$ cat config.mk
export PLATFORM = sky130hd
export DESIGN_NAME = aes_ctr_ctrl
export DESIGN_NICKNAME = d
export VERILOG_FILES = /design/src/rtl/aes_ctr_pkg.sv /design/src/rtl/aes_ctr_ctrl.sv
export SDC_FILE = /design/constraint.sdc
export NUM_CORES = 1
export LEC_CHECK = 0
export BUFFER_PORTS_ARGS = -buffer_cell sky130_fd_sc_hd__buf_2
export CORE_AREA = 3 3 40 42
export DETAILED_ROUTE_END_ITERATION = 10
export DIE_AREA = 0 0 43 45
export SYNTH_ARGS = -nofsm -noshare
export SYNTH_HDL_FRONTEND = slang
export SYNTH_SLANG_ARGS = --single-unit
export TNS_END_PERCENT = 5
$ cat constraint.sdc
create_clock -name clock -period 1.81 [get_ports clock]
set_clock_uncertainty 0.05 [all_clocks]
set_input_delay 0.0905 -clock clock [delete_from_list [all_inputs] [get_ports clock]]
set_output_delay 0.0905 -clock clock [all_outputs]
set_load 0.02 [all_outputs]
$ cat src/rtl/aes_ctr_pkg.sv
// Package for the AES-256 CTR cipher unit: payload types, constants, S-box
// and round helper functions. No dependencies.
`default_nettype none
package aes_ctr_pkg;

   localparam int unsigned NumRounds    = 14;
   localparam int unsigned RoundWidth   = 4;
   localparam int unsigned CsrIdxWidth  = 3;
   localparam int unsigned CsrDataWidth = 64;
   localparam logic [4:0]  MaxBytes     = 5'd16;

   localparam logic [CsrIdxWidth-1:0] RegKey0   = 3'd0;
   localparam logic [CsrIdxWidth-1:0] RegKey1   = 3'd1;
   localparam logic [CsrIdxWidth-1:0] RegKey2   = 3'd2;
   localparam logic [CsrIdxWidth-1:0] RegKey3   = 3'd3;
   localparam logic [CsrIdxWidth-1:0] RegIvHigh = 3'd4;
   localparam logic [CsrIdxWidth-1:0] RegIvLow  = 3'd5;

   typedef struct packed {
      logic        start_req;
      logic [63:0] data_high;
      logic [63:0] data_low;
      logic [4:0]  valid_bytes;
   } req_type;

   typedef struct packed {
      logic [63:0] out_high;
      logic [63:0] out_low;
      logic [4:0]  out_bytes;
   } rsp_type;

   // controller -> datapath
   typedef struct packed {
      logic load_start;   // latch request, snapshot key, reload counter
      logic load_item;    // latch request without start
      logic init_round;   // counter xor round key 0
      logic round_step;   // one cipher round
      logic last_round;
      logic finish;       // build result, advance counter
   } dp_cmd_type;

   typedef struct packed {
      logic [RoundWidth-1:0]  round;
   } dp_idx_type;

   localparam logic [7:0] SboxTab [256] = '{
      8'h63,8'h7c,8'h77,8'h7b,8'hf2,8'h6b,8'h6f,8'hc5,8'h30,8'h01,8'h67,8'h2b,8'hfe,8'hd7,8'hab,8'h76,
      8'hca,8'h82,8'hc9,8'h7d,8'hfa,8'h59,8'h47,8'hf0,8'had,8'hd4,8'ha2,8'haf,8'h9c,8'ha4,8'h72,8'hc0,
      8'hb7,8'hfd,8'h93,8'h26,8'h36,8'h3f,8'hf7,8'hcc,8'h34,8'ha5,8'he5,8'hf1,8'h71,8'hd8,8'h31,8'h15,
      8'h04,8'hc7,8'h23,8'hc3,8'h18,8'h96,8'h05,8'h9a,8'h07,8'h12,8'h80,8'he2,8'heb,8'h27,8'hb2,8'h75,
      8'h09,8'h83,8'h2c,8'h1a,8'h1b,8'h6e,8'h5a,8'ha0,8'h52,8'h3b,8'hd6,8'hb3,8'h29,8'he3,8'h2f,8'h84,
      8'h53,8'hd1,8'h00,8'hed,8'h20,8'hfc,8'hb1,8'h5b,8'h6a,8'hcb,8'hbe,8'h39,8'h4a,8'h4c,8'h58,8'hcf,
      8'hd0,8'hef,8'haa,8'hfb,8'h43,8'h4d,8'h33,8'h85,8'h45,8'hf9,8'h02,8'h7f,8'h50,8'h3c,8'h9f,8'ha8,
      8'h51,8'ha3,8'h40,8'h8f,8'h92,8'h9d,8'h38,8'hf5,8'hbc,8'hb6,8'hda,8'h21,8'h10,8'hff,8'hf3,8'hd2,
      8'hcd,8'h0c,8'h13,8'hec,8'h5f,8'h97,8'h44,8'h17,8'hc4,8'ha7,8'h7e,8'h3d,8'h64,8'h5d,8'h19,8'h73,
      8'h60,8'h81,8'h4f,8'hdc,8'h22,8'h2a,8'h90,8'h88,8'h46,8'hee,8'hb8,8'h14,8'hde,8'h5e,8'h0b,8'hdb,
      8'he0,8'h32,8'h3a,8'h0a,8'h49,8'h06,8'h24,8'h5c,8'hc2,8'hd3,8'hac,8'h62,8'h91,8'h95,8'he4,8'h79,
      8'he7,8'hc8,8'h37,8'h6d,8'h8d,8'hd5,8'h4e,8'ha9,8'h6c,8'h56,8'hf4,8'hea,8'h65,8'h7a,8'hae,8'h08,
      8'hba,8'h78,8'h25,8'h2e,8'h1c,8'ha6,8'hb4,8'hc6,8'he8,8'hdd,8'h74,8'h1f,8'h4b,8'hbd,8'h8b,8'h8a,
      8'h70,8'h3e,8'hb5,8'h66,8'h48,8'h03,8'hf6,8'h0e,8'h61,8'h35,8'h57,8'hb9,8'h86,8'hc1,8'h1d,8'h9e,
      8'he1,8'hf8,8'h98,8'h11,8'h69,8'hd9,8'h8e,8'h94,8'h9b,8'h1e,8'h87,8'he9,8'hce,8'h55,8'h28,8'hdf,
      8'h8c,8'ha1,8'h89,8'h0d,8'hbf,8'he6,8'h42,8'h68,8'h41,8'h99,8'h2d,8'h0f,8'hb0,8'h54,8'hbb,8'h16
   };

   function automatic logic [7:0] xtime(input logic [7:0] b);
      xtime = {b[6:0], 1'b0} ^ (b[7] ? 8'h1b : 8'h00);
   endfunction

   function automatic logic [31:0] sub_word(input logic [31:0] w);
      sub_word = {SboxTab[w[31:24]], SboxTab[w[23:16]], SboxTab[w[15:8]], SboxTab[w[7:0]]};
   endfunction

   // state byte i (0 = first) sits at bits [127-8i -: 8]
   function automatic logic [127:0] sub_shift(input logic [127:0] s);
      logic [127:0] t;
      t = '0;
      for (int c = 0; c < 4; c++) begin
         for (int r = 0; r < 4; r++) begin
            t[127-8*(4*c+r) -: 8] = SboxTab[s[127-8*(4*((c+r)%4)+r) -: 8]];
         end
      end
      sub_shift = t;
   endfunction

   function automatic logic [127:0] mix_columns(input logic [127:0] s);
      logic [127:0] t;
      logic [7:0]   a0, a1, a2, a3, all;
      t = '0;
      for (int c = 0; c < 4; c++) begin
         a0  = s[127-32*c -: 8];
         a1  = s[119-32*c -: 8];
         a2  = s[111-32*c -: 8];
         a3  = s[103-32*c -: 8];
         all = a0 ^ a1 ^ a2 ^ a3;
         t[127-32*c -: 8] = a0 ^ all ^ xtime(a0 ^ a1);
         t[119-32*c -: 8] = a1 ^ all ^ xtime(a1 ^ a2);
         t[111-32*c -: 8] = a2 ^ all ^ xtime(a2 ^ a3);
         t[103-32*c -: 8] = a3 ^ all ^ xtime(a3 ^ a0);
      end
      mix_columns = t;
   endfunction

endpackage
`default_nettype wire

$ cat src/rtl/aes_ctr_ctrl.sv
// Controller for the AES-256 CTR unit: sequences the rounds and the result
// handshake. Depends on aes_ctr_pkg.
`default_nettype none
module aes_ctr_ctrl (
   input  wire logic                   clock,
   input  wire logic                   reset,
   input  wire logic                   req_valid,
   output logic                        req_ready,
   input  wire logic                   req_start,
   output logic                        rsp_valid,
   input  wire logic                   rsp_ready,
   output aes_ctr_pkg::dp_cmd_type     cmd,
   output aes_ctr_pkg::dp_idx_type     idx
);
   typedef enum logic [1:0] {IDLE, INIT, ROUND, FIN} state_type;

   state_type state_ff, state_in;
   logic [aes_ctr_pkg::RoundWidth-1:0]  rnd_ff, rnd_in;
   logic rsp_valid_ff, rsp_valid_in;
   logic accept;

   // next item may enter while the previous result still waits
   assign req_ready = (state_ff == IDLE);
   assign accept    = req_valid && req_ready;
   assign rsp_valid = rsp_valid_ff;

   always_comb begin
      state_in     = state_ff;
      rnd_in       = rnd_ff;
      rsp_valid_in = rsp_valid_ff && !rsp_ready;
      cmd          = '0;
      unique case (state_ff)
         IDLE: begin
            if (accept) begin
               cmd.load_start = req_start;
               cmd.load_item  = !req_start;
               state_in       = INIT;
            end
         end
         INIT: begin
            cmd.init_round = 1'b1;
            rnd_in         = 4'd1;
            state_in       = ROUND;
         end
         ROUND: begin
            cmd.round_step = 1'b1;
            cmd.last_round = (rnd_ff == 4'(aes_ctr_pkg::NumRounds));
            rnd_in         = rnd_ff + 4'd1;
            if (cmd.last_round) state_in = FIN;
         end
         FIN: begin
            // hold here while the previous result is still unaccepted
            if (!rsp_valid_ff || rsp_ready) begin
               cmd.finish   = 1'b1;
               rsp_valid_in = 1'b1;
               state_in     = IDLE;
            end
         end
         default: state_in = IDLE;
      endcase
      idx.round = rnd_ff;
   end

   always_ff @(posedge clock) begin
      if (reset) begin
         state_ff     <= IDLE;
         rnd_ff       <= '0;
         rsp_valid_ff <= 1'b0;
      end else begin
         state_ff     <= state_in;
         rnd_ff       <= rnd_in;
         rsp_valid_ff <= rsp_valid_in;
      end
   end
endmodule
`default_nettype wire

==> reports/results.ini <==
[synthesis]
synth-seq-area-share = 0.315
synth_seq_cells = 7
synth_area_um2 = 444
synth.avg_cell_area_um2 = 8.71
yosys_warnings = 0
synthCells = 51
synth_nets = 63
synth_top_area_frac = 0.315
synthDistinctLibCells = 22
synth_area_leader_cell = dfxtp_1
ys_top_cells_by_area = dfxtp_1, ha_1, inv_1

[cts]
path_clk_slew_ns = 0.05
h-tree-depth = 1
hold_buffers = 0
clock_path_buffers = 2
cts_resized = 0
worstSkewPairLatency_ns = 0.25
post-cts-setup-buffers = 0
cts_sinks = 7
cts_root_buf = clkbuf_4
cts_buffers = 3
cts_tree = yes

[global_routing]
grt_pass1_wl_mm = 1.60
grt_overflow_total = 0
grt_max_degree = 10
use_met3 = 0.0518
use_met1 = 0.138
grt_use_total = 0.119
antenna_found_initial = 0
first_global_vias = 365
use_met2 = 0.174
busiest_layer = met2

[drt]
drc = 0
antenna_left = 0
vias = 416
dr.pass1.iters = 4
via_per_inst = 4.89
wl_um = 929
avgRoutedWirePerCell_um = 10.9
drt_iter0_drc = 5

[final_layout]
fill_cells = 133
multiInputGateArea_um2 = 280
drive_above_1_share = 0.286
antennaDiodeCount = 0
seq_area_um2 = 140
area_growth_pct = 27.0
nNetsFinal = 83

[power_and_ir_drop]
ir_drop_uv = 521
switching_share = 0.430
p_sw_mw = 0.291
p_int_mw = 0.386
p_leak_nw = 0.280
seqPwrFrac = 0.315
p_clk_frac = 0.209
pwr_density_cell_mw_per_mm2 = 1200
pwr-share-comb = 0.477

[timing]
hold_violations = 0
rsz0062_at_grt = no
finalSetupTns_ns = 0
slew_viol_final = 0
setup_ws_ns = 0.176
finalCritPeriodShare = 0.903
slew_headroom = 0.745
min_period_ns = 1.63
fmax_mhz = 612
worst_pin_slew_ns = 0.374
hold_ws_ns = 0.0544
setup_viol = 0

[floorplan]
die_w_um = 43
rows = 13
floorplan.initialDensity = 0.346
core_mm2 = 0.00128
ios = 17
fp.dieArea_mm2 = 0.00194
fp.dieH_um = 45

[worst_hold_path]
hold_class = in2reg

[placement]
io_buffers = 16
hpwl_um = 722
dp_slack_ns = 0.200
place.gp.congestion = 0.799

[critical_path]
cp-end-kind = flop
critPathRequiredTime_ns = 1.93
crit_path_start_kind = flop
arrival_ns = 1.75
critPathKind = reg2reg
crit_fanout = 6

[flow_run]
cap_violations = 0

[status]
status = finished clean

-- final timing paths --
kind / from / endpoint / slack (ns) / depth (start not counted)
setup reg to reg: state_ff[1]$_SDFFE_PP0P_ / idx[3]$_SDFFE_PP0P_ / 0.18 / 5
hold reg to reg: state_ff[1]$_SDFFE_PP0P_ / state_ff[1]$_SDFFE_PP0P_ / 0.48 / 2
hold / removal: reset / idx[2]$_SDFFE_PP0P_ / 0.05 / 2
setup / recovery: state_ff[1]$_SDFFE_PP0P_ / idx[3]$_SDFFE_PP0P_ / 0.18 / 5
-- critical path, cell delays in order, from the launching register on --
cell	delay (ns)
dfxtp_1	0.38
inv_1	0.10
ha_1	0.39
nand2_1	0.09
or4_1	0.47
o21ai_0	0.09
-- cell families (layout without fill, tap and decap cells) --
logic type,Yosys count,count (layout),synth area share
AO/OA/AOI/OAI,9,9,0.135
AND/OR/NAND/NOR,21,21,0.276
buffers and inverters,6,25,0.0535
flip-flops,7,7,0.315
multiplexers,1,1,0.0225
adder cells (fa/ha/maj),7,7,0.197
-- layout by cell type (no fill, tap or decap) --
cell / instances
inv_1: 5
clkbuf_1: 1
a2111oi_0: 1
or4_1: 1
nor2_1: 5
nand2_1: 2
nand4b_1: 1
or2b_1: 1
ha_1: 7
nor2b_1: 3
and3_1: 1
o2bb2ai_1: 1
a21oi_1: 2
a221o_1: 1
o21ai_0: 3
clkbuf_4: 3
dfxtp_1: 7
buf_2: 16
mux2i_1: 1
and2b_1: 2
nand2b_1: 2
nand3_1: 2
nand3_2: 1
a211oi_1: 1
-- cell usage after synthesis --
cell type,n
inv_1,5
mux2i_1,1
nand2b_1,2
and2b_1,2
dfxtp_1,7
a2111oi_0,1
ha_1,7
nand2_1,2
a211oi_1,1
nor2_1,5
a21oi_1,2
and3_1,1
o2bb2ai_1,1
a221o_1,1
o21ai_0,3
clkbuf_2,1
nand4b_1,1
or4_1,1
nor2b_1,3
or2b_1,1
nand3_1,2
nand3_2,1
-- stage by stage --
step | power, mW | instance area (µm²) | util | cells
after floorplan | 0.454 | 444 | - | 51
after global placement | 0.534 | 538 | 0.419 | 81
after detailed placement | 0.539 | 538 | 0.419 | 81
after CTS | 0.688 | 564 | 0.439 | 85
after global routing | 0.740 | 564 | 0.439 | 85
final | 0.677 | 564 | 0.439 | 85
-- layout make-up --
type	instances	area share
tap	15	0.0333
inverter	5	0.0333
clock buffer	4	0.0466
multi-input combinational	38	0.497
sequential	7	0.248
timing repair buffer	16	0.142
-- flip-flops by register name, indices dropped and copies added (netlist names) --
register	count
rsp_valid	1
state_ff	2
idx	4
-- power groups by stage --
stage / Clock, mW / Combinational [mW] / Sequential [mW]
2_1_floorplan: 0 / 0.228 / 0.226
6_report: 0.141 / 0.322 / 0.213
3_3_place_gp: 0 / 0.319 / 0.215
5_1_grt: 0.160 / 0.361 / 0.218
4_1_cts: 0.148 / 0.326 / 0.214
3_5_place_dp: 0 / 0.322 / 0.217
-- metal layers --
| layer | share of wire | routed length, µm | vias up |
|---|---|---|---|
| li1 | - | - | 212 |
| met1 | 0.42 | 394 | 183 |
| met2 | 0.47 | 433 | 19 |
| met3 | 0.096 | 89 | 2 |
| met4 | 0.012 | 11 | 0 |
| met5 | 0 | 0 | - |
(Power assumes the default switching activity.)
